<file path="src/rtl/core/lpmd_pkg.sv">
// Shared types, constants and the field selector of the message deframer.
package lpmd_pkg;

    localparam int unsigned HDR_BYTES       = 8;
    localparam int unsigned SHORT_FIELDS    = 4;
    localparam int unsigned LPMD_QUEUE_DEPTH = 2;

    // Stream widths
    localparam int unsigned TDATA_W = 48;
    localparam int unsigned TUSER_W = 4;

    // Record kinds
    localparam logic KIND_HEADER  = 1'b0;
    localparam logic KIND_PAYLOAD = 1'b1;

    // Field tags
    localparam logic [2:0] FIELD_TO      = 3'd0;
    localparam logic [2:0] FIELD_FROM    = 3'd1;
    localparam logic [2:0] FIELD_THREAD  = 3'd2;
    localparam logic [2:0] FIELD_SUBJECT = 3'd3;
    localparam logic [2:0] FIELD_BODY    = 3'd4;

    // One result record
    typedef struct packed {
        logic        record_kind;
        logic [2:0]  field_tag;
        logic [7:0]  payload_byte;
        logic [32:0] total_length;
        logic        field_end;
        logic        message_end;
    } lpmd_rec_t;

    typedef logic [7:0] short_len_t [SHORT_FIELDS];

    // Field selection result
    typedef struct packed {
        logic [2:0]  field;
        logic [31:0] remaining;
    } lpmd_sel_t;

    // First field at index >= start with a nonzero length; zeros if none.
    function automatic lpmd_sel_t lpmd_select(input logic [2:0] start,
                                              input short_len_t lens,
                                              input logic [31:0] body);
        lpmd_sel_t   sel;
        logic        found;
        logic [31:0] len;
        sel   = '0;
        found = 1'b0;
        for (int f = 0; f <= int'(FIELD_BODY); f++) begin
            if (f < int'(SHORT_FIELDS)) begin
                len = {24'd0, lens[f]};
            end else begin
                len = body;
            end
            if (!found && (3'(f) >= start) && (len != 32'd0)) begin
                found         = 1'b1;
                sel.field     = 3'(f);
                sel.remaining = len;
            end
        end
        return sel;
    endfunction

endpackage

</file>
<file path="src/rtl/core/length_prefixed_message_deframer_unit.sv">
// Length-prefixed message deframer.
// Input stream (s_): one raw byte per item in s_tdata[7:0]. Each message is
// an 8-byte header (four one-byte field lengths, then a big-endian 32-bit
// body length) followed by the to, from, thread, subject and body fields.
// Output stream (m_): one record per header and one per payload byte.
// Header bytes one to seven produce nothing; the eighth yields a header
// record with the total payload length, tlast set if that length is zero.
// Payload records carry the byte, its field tag and an end-of-field flag;
// tlast marks the last byte of the message. Empty fields are skipped.
// Throughput: one item per cycle in both directions while m_tready stays high
// and the queue has room; all counters and the next-field search are
// combinational in the front end. A record enters the queue at the edge that
// accepts its byte and moves from the queue head into the output register,
// which drives m_, once that register is empty or being read.
// Backpressure: a stalled receiver fills the output register and the queue
// (QUEUE_DEPTH entries); s_tready drops only when the queue is full.
// Reset (aresetn low, synchronous) empties the queue and output register and
// returns the front end to expecting the first header byte.
module length_prefixed_message_deframer_unit import lpmd_pkg::*; #(
    parameter int unsigned QUEUE_DEPTH = LPMD_QUEUE_DEPTH
) (
    input  logic               aclk,
    input  logic               aresetn,
    input  logic [7:0]         s_tdata,   // [7:0] data_byte
    input  logic               s_tvalid,
    output logic               s_tready,
    output logic [TDATA_W-1:0] m_tdata,   // [7:0] payload_byte, [40:8] total_length,
                                          // [41] field_end, [47:42] zero
    output logic [TUSER_W-1:0] m_tuser,   // [0] record_kind, [3:1] field_tag
    output logic               m_tlast,   // message_end
    output logic               m_tvalid,
    input  logic               m_tready
);

    lpmd_rec_t front_rec, queue_rec;
    logic      front_valid, front_ready;
    logic      queue_valid, back_ready;

    lpmd_front u_front (
        .aclk      (aclk),
        .aresetn   (aresetn),
        .in_byte   (s_tdata),
        .in_valid  (s_tvalid),
        .in_ready  (s_tready),
        .rec       (front_rec),
        .rec_valid (front_valid),
        .rec_ready (front_ready)
    );

    lpmd_queue #(
        .DEPTH (QUEUE_DEPTH)
    ) u_queue (
        .aclk     (aclk),
        .aresetn  (aresetn),
        .wr_rec   (front_rec),
        .wr_valid (front_valid),
        .wr_ready (front_ready),
        .rd_rec   (queue_rec),
        .rd_valid (queue_valid),
        .rd_ready (back_ready)
    );

    lpmd_back u_back (
        .aclk      (aclk),
        .aresetn   (aresetn),
        .rec       (queue_rec),
        .rec_valid (queue_valid),
        .rec_ready (back_ready),
        .m_tdata   (m_tdata),
        .m_tuser   (m_tuser),
        .m_tlast   (m_tlast),
        .m_tvalid  (m_tvalid),
        .m_tready  (m_tready)
    );

endmodule

</file>
<file path="src/rtl/core/lpmd_front.sv">
// Front end: takes stream bytes, tracks header and field counters, builds records.
module lpmd_front import lpmd_pkg::*; (
    input  logic       aclk,
    input  logic       aresetn,
    input  logic [7:0] in_byte,
    input  logic       in_valid,
    output logic       in_ready,
    output lpmd_rec_t  rec,
    output logic       rec_valid,
    input  logic       rec_ready
);

    logic [3:0]  hdr_cnt_reg,   hdr_cnt_next;
    short_len_t  short_len_reg, short_len_next;
    logic [31:0] body_len_reg,  body_len_next;
    logic [2:0]  cur_field_reg, cur_field_next;
    logic [31:0] field_rem_reg, field_rem_next;
    logic [32:0] msg_rem_reg,   msg_rem_next;

    logic        accept;
    logic [32:0] total;
    logic [31:0] field_dec;
    logic [32:0] msg_dec;
    lpmd_sel_t   sel;

    assign in_ready = rec_ready;
    assign accept   = in_valid && rec_ready;

    // Classify the byte and compute next counters
    always_comb begin
        hdr_cnt_next   = hdr_cnt_reg;
        short_len_next = short_len_reg;
        body_len_next  = body_len_reg;
        cur_field_next = cur_field_reg;
        field_rem_next = field_rem_reg;
        msg_rem_next   = msg_rem_reg;
        rec            = '0;
        rec_valid      = 1'b0;
        total          = '0;
        sel            = '0;
        field_dec      = field_rem_reg - 32'd1;
        msg_dec        = msg_rem_reg - 33'd1;

        if (accept) begin
            if (hdr_cnt_reg < 4'(HDR_BYTES)) begin
                // header byte
                if (hdr_cnt_reg < 4'(SHORT_FIELDS)) begin
                    short_len_next[hdr_cnt_reg[1:0]] = in_byte;
                end else begin
                    body_len_next = {body_len_reg[23:0], in_byte};
                end
                hdr_cnt_next = hdr_cnt_reg + 4'd1;
                if (hdr_cnt_reg == 4'(HDR_BYTES - 1)) begin
                    total = {25'd0, short_len_reg[0]} + {25'd0, short_len_reg[1]}
                          + {25'd0, short_len_reg[2]} + {25'd0, short_len_reg[3]}
                          + {1'b0, body_len_next};
                    rec_valid        = 1'b1;
                    rec.record_kind  = KIND_HEADER;
                    rec.total_length = total;
                    rec.message_end  = (total == 33'd0);
                    if (total == 33'd0) begin
                        hdr_cnt_next   = '0;
                        cur_field_next = FIELD_TO;
                        field_rem_next = '0;
                        msg_rem_next   = '0;
                    end else begin
                        sel            = lpmd_select(FIELD_TO, short_len_reg, body_len_next);
                        msg_rem_next   = total;
                        cur_field_next = sel.field;
                        field_rem_next = sel.remaining;
                    end
                end
            end else begin
                // payload byte
                rec_valid        = 1'b1;
                rec.record_kind  = KIND_PAYLOAD;
                rec.field_tag    = cur_field_reg;
                rec.payload_byte = in_byte;
                rec.field_end    = (field_dec == 32'd0);
                rec.message_end  = (msg_dec == 33'd0);
                msg_rem_next     = msg_dec;
                field_rem_next   = field_dec;
                if (msg_dec == 33'd0) begin
                    hdr_cnt_next   = '0;
                    cur_field_next = FIELD_TO;
                    field_rem_next = '0;
                end else if (field_dec == 32'd0) begin
                    sel = lpmd_select(cur_field_reg + 3'd1, short_len_reg, body_len_reg);
                    cur_field_next = sel.field;
                    field_rem_next = sel.remaining;
                end
            end
        end
    end

    // State registers
    always_ff @(posedge aclk) begin
        if (!aresetn) begin
            hdr_cnt_reg   <= '0;
            short_len_reg <= '{default: '0};
            body_len_reg  <= '0;
            cur_field_reg <= FIELD_TO;
            field_rem_reg <= '0;
            msg_rem_reg   <= '0;
        end else begin
            hdr_cnt_reg   <= hdr_cnt_next;
            short_len_reg <= short_len_next;
            body_len_reg  <= body_len_next;
            cur_field_reg <= cur_field_next;
            field_rem_reg <= field_rem_next;
            msg_rem_reg   <= msg_rem_next;
        end
    end

endmodule

</file>
<file path="src/rtl/core/lpmd_queue.sv">
// Short record queue between the front end and the output stage.
module lpmd_queue import lpmd_pkg::*; #(
    parameter int unsigned DEPTH = LPMD_QUEUE_DEPTH
) (
    input  logic      aclk,
    input  logic      aresetn,
    input  lpmd_rec_t wr_rec,
    input  logic      wr_valid,
    output logic      wr_ready,
    output lpmd_rec_t rd_rec,
    output logic      rd_valid,
    input  logic      rd_ready
);

    localparam int unsigned PW = (DEPTH > 1) ? $clog2(DEPTH) : 1;
    localparam int unsigned CW = $clog2(DEPTH + 1);

    lpmd_rec_t       mem_reg [DEPTH];
    logic [PW-1:0]   wr_ptr_reg, wr_ptr_next;
    logic [PW-1:0]   rd_ptr_reg, rd_ptr_next;
    logic [CW-1:0]   count_reg,  count_next;
    logic            push, pop;

    assign wr_ready = (count_reg != CW'(DEPTH));
    assign rd_valid = (count_reg != '0);
    assign rd_rec   = mem_reg[rd_ptr_reg];
    assign push     = wr_valid && wr_ready;
    assign pop      = rd_valid && rd_ready;

    // Pointer and count update
    always_comb begin
        wr_ptr_next = wr_ptr_reg;
        rd_ptr_next = rd_ptr_reg;
        count_next  = count_reg;
        if (push) begin
            wr_ptr_next = (wr_ptr_reg == PW'(DEPTH - 1)) ? '0 : wr_ptr_reg + PW'(1);
        end
        if (pop) begin
            rd_ptr_next = (rd_ptr_reg == PW'(DEPTH - 1)) ? '0 : rd_ptr_reg + PW'(1);
        end
        if (push && !pop) begin
            count_next = count_reg + CW'(1);
        end else if (pop && !push) begin
            count_next = count_reg - CW'(1);
        end
    end

    always_ff @(posedge aclk) begin
        if (!aresetn) begin
            wr_ptr_reg <= '0;
            rd_ptr_reg <= '0;
            count_reg  <= '0;
        end else begin
            wr_ptr_reg <= wr_ptr_next;
            rd_ptr_reg <= rd_ptr_next;
            count_reg  <= count_next;
        end
    end

    // Entry storage
    always_ff @(posedge aclk) begin
        if (push) begin
            mem_reg[wr_ptr_reg] <= wr_rec;
        end
    end

endmodule

</file>
<file path="src/rtl/core/lpmd_back.sv">
// Output stage: holds one record and drives the result stream.
module lpmd_back import lpmd_pkg::*; (
    input  logic               aclk,
    input  logic               aresetn,
    input  lpmd_rec_t          rec,
    input  logic               rec_valid,
    output logic               rec_ready,
    output logic [TDATA_W-1:0] m_tdata,
    output logic [TUSER_W-1:0] m_tuser,
    output logic               m_tlast,
    output logic               m_tvalid,
    input  logic               m_tready
);

    lpmd_rec_t out_rec_reg;
    logic      out_valid_reg;

    assign rec_ready = !out_valid_reg || m_tready;

    // Output register
    always_ff @(posedge aclk) begin
        if (!aresetn) begin
            out_valid_reg <= 1'b0;
        end else if (rec_ready) begin
            out_valid_reg <= rec_valid;
        end
    end

    always_ff @(posedge aclk) begin
        if (rec_ready && rec_valid) begin
            out_rec_reg <= rec;
        end
    end

    // Pack the record onto the stream
    assign m_tvalid = out_valid_reg;
    assign m_tdata  = {6'd0, out_rec_reg.field_end, out_rec_reg.total_length,
                       out_rec_reg.payload_byte};
    assign m_tuser  = {out_rec_reg.field_tag, out_rec_reg.record_kind};
    assign m_tlast  = out_rec_reg.message_end;

endmodule

</file>
<file path="config.mk">
export PLATFORM = sky130hd
export DESIGN_NAME = length_prefixed_message_deframer_unit
export DESIGN_NICKNAME = d
export VERILOG_FILES = /design/src/rtl/core/lpmd_pkg.sv /design/src/rtl/core/length_prefixed_message_deframer_unit.sv /design/src/rtl/core/lpmd_front.sv /design/src/rtl/core/lpmd_queue.sv /design/src/rtl/core/lpmd_back.sv
export SDC_FILE = /design/constraint.sdc
export NUM_CORES = 1
export LEC_CHECK = 0
export ABC_AREA = 1
export BUFFER_PORTS_ARGS = -buffer_cell sky130_fd_sc_hd__buf_2
export CORE_UTILIZATION = 63
export CTS_CLUSTER_DIAMETER = 150
export DETAILED_ROUTE_END_ITERATION = 8
export HOLD_SLACK_MARGIN = 0.03
export PLACE_DENSITY = 0.82
export SYNTH_ARGS = -nofsm -noshare
export SYNTH_HDL_FRONTEND = slang
export SYNTH_SLANG_ARGS = --single-unit
</file>
<file path="constraint.sdc">
create_clock -name aclk -period 5.2 [get_ports aclk]
set_input_delay 1.04 -clock aclk [delete_from_list [all_inputs] [get_ports aclk]]
set_output_delay 1.04 -clock aclk [all_outputs]
set_load 0.005 [all_outputs]
</file>
Yosys cells after proc, flatten, opt, wreduce, memory -nomap -nowiden
Memory sizes are Yosys's and may differ from the RTL's. A register that Yosys moved wholly into a read port is not among the register bits. Cells that the tools add are included. Widths: inputs -> output; s select.

Register bits after elaboration: 141. Bits in writable memories: 94. Input bits: 12. Memories kept: 1.

Add/subtract/negate cells: 12. Magnitude comparators: 9. Eq/ne operators: 3. Mux-type cells: 130. Bitwise logic cells: 1. Reductions and logical operators: 53.

Memory list: u_queue.mem_reg (words 2, width 47, rd ports 1, clocked after Yosys merged registers in 1, wr ports 1, line lpmd_queue.sv:18) `lpmd_rec_t mem_reg [DEPTH];`.

Operators by type and width (count): $mux 32 (50); $reduce_bool 32->1 (10); $mux 33 (7); $mux 34 (4); $mux 35 (2); $add 33x8->33 (2); $logic_not 33->1 (2); $mux 1 (51); $mux 47 (1); $add 33x32->33 (1); $sub 33x1->33 const B (1); $bwmux 32 (1); $logic_not 32->1 (1); $sub 32x1->32 const B (1); $logic_and 1x1->1 (19); $demux 8 s2 (1); $mux 4 (4); $mux 3 (5); $logic_not 1->1 (11); $mux 11 (1); $add 8x8->9 (1); $mux 8 (1); $ge 1x3->1 const A (2); $ge 2x3->1 const A (2); 19 further kinds (27).

Longest topological paths before layout
Gate-level depths: netlist of run 1.

Depth after elaboration: 44. Mapped depth: 32. Gate-level depth less buffers: 32.

Modules after synthesis
A second synthesis of run 1 with hierarchy kept.

Cell total of the unflattened synthesis: 2223. Area total of the unflattened synthesis: 17073.9 um2.

By module, submodules not included: lpmd_front (instances 1, cells an instance 1979, area each 11807.6 um2, seq. area each 2722.6 um2); lpmd_queue (instances 1, cells an instance 183, area each 3754.9 um2, seq. area each 2922.8 um2); lpmd_back (instances 1, cells an instance 61, area each 1511.4 um2, seq. area each 1431.4 um2).

Least setup slack after synthesis of run 1
Ideal clock, no wire load.

Kind: flip-flop to flip-flop. Start point: reg u_front.short_len_reg[24] (netlist name). End point: reg u_front.field_rem_reg[3]. Arrival time: 4.691 ns. Required time: 5.081 ns. Slack: 0.390 ns. Cell stages (with the launch flop): 29. Path buffers: 1. Clock period less this slack: 4.810 ns. Cell sequence: dfxtp_1 -> ha_1 -> inv_1 -> fa_1 -> o21ai_0 -> a21oi_1 -> o21ai_0 -> xnor2_1 -> inv_1 -> fa_1 -> inv_1 -> fa_1 -> inv_1 -> ha_1 -> a21oi_1 -> nand2_1 -> nand2_1 -> nand3_1 -> nand2_1 -> inv_1 -> nand3_1 -> nand2_1 -> nor2_1 -> nand2_1 -> nor2_1 -> nand3_2 -> buf_6 -> nand3_1 -> a21oi_1.

Longest elaborated chain between the ends: 42.

Ends and longest elaborated chain: start: declaration (line lpmd_front.sv:14) `short_len_t short_len_reg, short_len_next;`; start signal: assignment (line lpmd_front.sv:107) `short_len_reg <= short_len_next;`; parallel branches: the longest is 41 deep, another holds $add 33x8->33; $mux 32 (*) (line lpmd_front.sv:45) `if (hdr_cnt_reg < 4'(HDR_BYTES)) begin`; end signal: assignment (line lpmd_front.sv:110) `field_rem_reg <= field_rem_next;`; end: declaration (line lpmd_front.sv:17) `logic [31:0] field_rem_reg, field_rem_next;`.

Mark *: on every way between the ends. The select of a mux whose other input is x is not followed. A chain may end at the register's enable or synchronous reset.

Final worst setup path of run 1
Start point: reg u_front.short_len_reg[25] (netlist name). End point: reg u_front.field_rem_reg[8].

The elaborated chain is that of the path after synthesis.

==> results.json, run 1 <==
{
  "status": "completed",
  "diodes": 0,
  "hold_buffers": 0,
  "async_flop_share": 0,
  "post-route-util": 0.717,
  "cts_buffers": 30,
  "multi_input_area_sq_mm": 0.00900,
  "ioPinCount": 67,
  "layout_common_cells": "nand2_1, nor2_1, inv_1, nand3_1, o21ai_0",
  "row_count": 60,
  "wl_um": 52800,
  "antenna_found_initial": 0,
  "largest_reg_flops": 94,
  "crit_path_frequent_cell": "nand2_1",
  "p_switching_mw": 4.83,
  "final_hold_viol_count": 0,
  "clockPowerShare": 0.204,
  "path_clk_slew_ns": 0.06,
  "initial_core_util": 0.641,
  "start_kind": "register",
  "critPathCaptureType": "register",
  "drc": 0,
  "synth_area_leader_cell": "edfxtp_1",
  "drv_cap": 0,
  "dpl.hpwl_um": 38400,
  "worst_pin_slew_ns": 1.15,
  "die_h_um": 168,
  "dr_total_vias": 17131,
  "layout-drive-gt1-share": 0.0971,
  "power_mw": 10.5,
  "dieArea_sq_mm": 0.0281,
  "grt_use_total": 0.375,
  "fin_crit_ns": 4.91,
  "dieWidth_um": 168,
  "critical_path_class": "reg -> reg",
  "ys_seq_area_frac": 0.409,
  "max_freq_mhz": 204,
  "finalCritPeriodShare": 0.945,
  "place.port_buffers": 60,
  "place.gp.congestion": 1.03,
  "num-nets-final": 2616,
  "first_pass_iters": 6,
  "p_int_mw": 5.70,
  "slowest_delay_ns": 0.50,
  "seqPwrFrac": 0.292,
  "grt_pass1_wl_um": 83800,
  "cp_data_arrival_time_ns": 5.37,
  "syn2layout_area_growth_pct": 12.0,
  "grt_overflow": 0,
  "synthFlopType": "edfxtp_1",
  "cts-root-buf": "clkbuf_16",
  "worstHoldPathType": "reg -> reg",
  "setup_violations": 0,
  "postSynthCellCount": 2475,
  "grt_max_degree": 63,
  "combinationalPowerShare": 0.504,
  "drtIter0Drc": 2005,
  "final_common_cell": "nand2_1",
  "nFillCells": 2132,
  "cts_tree": "done",
  "synth_seq_cells": 282,
  "ir_worst_vdd_v": 0.000359,
  "crit_path_max_fanout": 6,
  "fin_tns_setup_ns": 0,
  "cpMaxStageDelayCell": "fa_1",
  "htree_levels": 1,
  "switching_share": 0.458,
  "viasPerCell": 5.87,
  "ant_nets": 0,
  "synth-edff-count": 141,
  "required_ns": 5.66,
  "drt-wirelength-per-cell_um": 18.1,
  "cts_sinks": 282,
  "synth.distinct_cells": 43,
  "synth_area_leaders": "edfxtp_1, dfxtp_1, nand2_1",
  "power.density_mw_per_mm2": 545,
  "synth_top_area_frac": 0.245,
  "syn_area_per_cell_sq_um": 6.98,
  "synth_warnings": 0,
  "whs_path_depth": 2,
  "core_sq_mm": 0.0270,
  "ff2ff_path_depth": 28,
  "netlist_area_sq_mm": 0.0173,
  "drv_slew": 0,
  "leakage_nw": 8.84,
  "cts.path.max_buffers": 3,
  "skew_ns": 0.0224,
  "seq_area_sq_mm": 0.00706,
  "grt_pass1_vias": 16215,
  "reg2reg_slack_ns": 0.29,
  "max-slew-margin-rel": 0.235,
  "clkLatencyLatePin_ns": 0.59
}
## final timing paths
check                             from                       end
max reg2reg  u_front.short_len_reg[25]  u_front.field_rem_reg[8]
min reg2reg     u_queue.mem_reg[0][24]        u_back.m_tdata[30]
max          u_front.short_len_reg[25]  u_front.field_rem_reg[8]
min             u_queue.mem_reg[0][24]        u_back.m_tdata[30]
## cell type report
| class | instances | area share |
|---|---|---|
| clock buffers | 43 | 0.0445 |
| clock inverters | 12 | 0.00667 |
| inverters | 257 | 0.0499 |
| multi-input cells | 1846 | 0.466 |
| flip-flops and latches | 282 | 0.365 |
| well taps | 341 | 0.0221 |
| repair buffers | 135 | 0.0460 |
## cell usage after synthesis (2+ instances only)
master and count:
buf_2 13, nand3_1 216, o21ai_2 4, nor2_2 2
dfxtp_1 141, nand3b_1 8, ha_1 35, o21ai_1 12
nor4_1 11, a21oi_1 132, o221a_2 2, nand2_2 7
buf_1 10, clkinv_1 2, edfxtp_1 141, nand2_1 725
a211oi_1 2, nor2_1 367, and2_1 6, o21ai_0 152
xnor2_1 11, a221oi_1 27, fa_1 17, inv_1 249
o211ai_1 2, buf_4 10, o21bai_1 4, clkbuf_1 58
nor2_4 2, buf_6 5, xor2_1 23, nor3b_1 2
nor3_1 11, o22ai_1 4, nand4_1 42, or2_2 8
inv_2 6
## metal layers
metal | vias up | part of all wire | GRT usage
met5 | - | 0 | 0
met4 | 0 | 0.039 | 0.140
met3 | 154 | 0.090 | 0.0529
met2 | 877 | 0.47 | 0.634
met1 | 7857 | 0.40 | 0.488
li1 | 8243 | - | -
## metrics by stage
stage          area [sq um]  instances  setup WS, ns  hold WS (ns)
5_1_grt               19300       2916       -0.0555         0.533
4_1_cts               19100       2913        0.0238         0.507
3_3_place_gp          18200       2858        -0.132         0.466
6_report              19300       2916         0.287         0.507
2_1_floorplan         17300       2480         0.390         0.457
3_5_place_dp          18200       2858        -0.188         0.478
## critical path: cells and delay by family, from the launching register on
kind            cells  cell delay [ns]
xor+xnor            2             0.39
fa+ha+maj           4             1.55
simple gates       14             1.60
flops               1             0.31
compound gates      4             0.46
buf+inv             4             0.46
## cells by family (layout without fill, tap and decap cells)
group	count (synthesis)	after routing	synth area share
AND/OR/NAND/NOR	1410	1411	0.338
buffers and inverters	353	447	0.0820
AO/OA/AOI/OAI	343	343	0.109
flip-flops	282	282	0.409
adder cells (fa/ha/maj)	52	52	0.0451
XOR/XNOR	34	34	0.0172
other	1	6	0.000217
## power groups by stage
stage,Sequential [mW],Clock [mW],Combinational (mW)
2_1_floorplan,3.09,0,3.47
3_3_place_gp,3.09,0,4.98
3_5_place_dp,3.10,0,5.05
4_1_cts,3.06,2.15,5.10
5_1_grt,3.11,2.23,5.90
6_report,3.08,2.14,5.30
## repair_timing
action | CTS | global route
resized for setup | 3 | 35
pin swaps | 0 | 18
buffers inserted | 0 | 1
cloned | 0 | 2
hold endpoints to repair | 0 | 0
endpoints found under the setup margin | 18 | 20
Power figures use the tool's default switching activity.
==> inputs of run 2 (changes only) <==
CORE_ASPECT_RATIO = 0.7   (was default)
==> run 2 against run 1 <==
  * Sequential share of layout area rose by 0.23 points
  * Utilization fell by 0.16 points
  * Clock skew fell by 0.011 ns
  * Via count rose by 4.2%
  * Fmax fell by 3.9%
  * Global-route usage rose by 3.1 points
  * Largest power group unchanged
==> results.json, run 2 (same netlist as run 1, synthesis figures left out) <==
{
  "grt_max_degree": 84,
  "cts-root-buf": "clkbuf_16",
  "leakage_nw": 8.76,
  "viasPerCell": 6.11,
  "initial_core_util": 0.643,
  "layout-drive-gt1-share": 0.0969,
  "status": "completed",
  "worstHoldPathType": "reg -> reg",
  "power_mw": 10.6,
  "cp_data_arrival_time_ns": 5.56,
  "required_ns": 5.65,
  "grt_use_total": 0.406,
  "clkLatencyLatePin_ns": 0.56,
  "wl_um": 57600,
  "syn2layout_area_growth_pct": 11.2,
  "power.density_mw_per_mm2": 551,
  "ant_nets": 0,
  "place.gp.congestion": 1.01,
  "slowest_delay_ns": 0.49,
  "cts_sinks": 282,
  "place.port_buffers": 60,
  "critPathCaptureType": "register",
  "final_common_cell": "nand2_1",
  "drtIter0Drc": 2353,
  "row_count": 50,
  "drt-wirelength-per-cell_um": 19.7,
  "cts_tree": "done",
  "setup_violations": 0,
  "max_freq_mhz": 195,
  "first_pass_iters": 6,
  "largest_reg_flops": 94,
  "ir_worst_vdd_v": 0.000301,
  "cts.path.max_buffers": 3,
  "fin_crit_ns": 5.12,
  "drv_cap": 0,
  "cpMaxStageDelayCell": "fa_1",
  "ioPinCount": 67,
  "cts_buffers": 27,
  "crit_path_max_fanout": 6,
  "final_hold_viol_count": 0,
  "max-slew-margin-rel": 0.127,
  "diodes": 0,
  "drc": 0,
  "drv_slew": 0,
  "dr_total_vias": 17852,
  "core_sq_mm": 0.0268,
  "worst_pin_slew_ns": 1.31,
  "grt_pass1_wl_um": 87800,
  "layout_common_cells": "nand2_1, nor2_1, inv_1, nand3_1, o21ai_0",
  "skew_ns": 0.0119,
  "finalCritPeriodShare": 0.984,
  "antenna_found_initial": 0,
  "dpl.hpwl_um": 41800,
  "htree_levels": 1,
  "dieWidth_um": 200,
  "fin_tns_setup_ns": 0,
  "dieArea_sq_mm": 0.0281,
  "reg2reg_slack_ns": 0.08,
  "grt_overflow": 0,
  "crit_path_frequent_cell": "nand2_1",
  "critical_path_class": "reg -> reg",
  "die_h_um": 141,
  "nFillCells": 2210,
  "num-nets-final": 2603,
  "grt_pass1_vias": 16282,
  "start_kind": "register",
  "path_clk_slew_ns": 0.07
}
## run 2: report_power, final
group	internal, mW	leakage (nW)	switching [mW]
Sequential	2.82	2.52	0.286
Clock	1.06	0.401	0.917
Combinational	1.67	5.84	3.83
## run 2: per-layer routing
metal,GRT usage,routed length (um),vias to the layer above,share of wire
met4,0.135,2210,0,0.038
li1,-,-,8214,-
met2,0.596,24200,1267,0.42
met1,0.581,23500,8188,0.41
met5,0,0,-,0
met3,0.103,7650,183,0.13
## run 2: final cells by class
type | instances | area (sq um) | area share
Multi-Input combinational cell | 1846 | 9050 | 0.471
Sequential cell | 282 | 7060 | 0.368
Inverter | 257 | 965 | 0.0502
Timing Repair Buffer | 125 | 813 | 0.0423
Clock buffer | 29 | 683 | 0.0356
Tap cell | 364 | 455 | 0.0237
Clock inverter | 21 | 176 | 0.00919
## run 2: path summary, 6_finish.rpt
path,from,end,depth (start not counted)
setup / recovery,u_front.short_len_reg[16],u_front.field_rem_reg[3],30
hold / removal,u_front.msg_rem_reg[32],u_front.msg_rem_reg[32],2
setup reg to reg,u_front.short_len_reg[16],u_front.field_rem_reg[3],30
hold reg to reg,u_front.msg_rem_reg[32],u_front.msg_rem_reg[32],2
## run 2: repair_timing
item | 4_1_cts | 5_1_grt
pin swaps | 0 | 15
hold buffers | 0 | 0
gates cloned | 0 | 2
endpoints found under the setup margin | 19 | 18
setup buffers | 0 | 3
resized for setup | 6 | 47
## run 2: critical path, delay by kind of cell (launching register included)
kind	cells	cell delay, ns
buffers and inverters	6	0.62
and+or+nand+nor	14	1.46
AOI/OAI and AO/OA	4	0.54
DFF	1	0.36
adders and majority gates	5	1.87
xor gates and xnor gates	1	0.14
## run 2: per-stage QoR
| step | util | cell area (sq um) | cells | hold WS, ns | worst slack (ns) |
|---|---|---|---|---|---|
| finish | 0.716 | 19200 | 2924 | 0.496 | 0.0848 |
| global route | 0.716 | 19200 | 2924 | 0.510 | -0.0759 |
| global placement | 0.674 | 18100 | 2869 | 0.470 | -0.00844 |
| CTS | 0.707 | 19000 | 2919 | 0.493 | 0.0191 |
| detailed placement | 0.674 | 18100 | 2869 | 0.483 | -0.179 |
| floorplan | - | 17300 | 2480 | 0.457 | 0.390 |
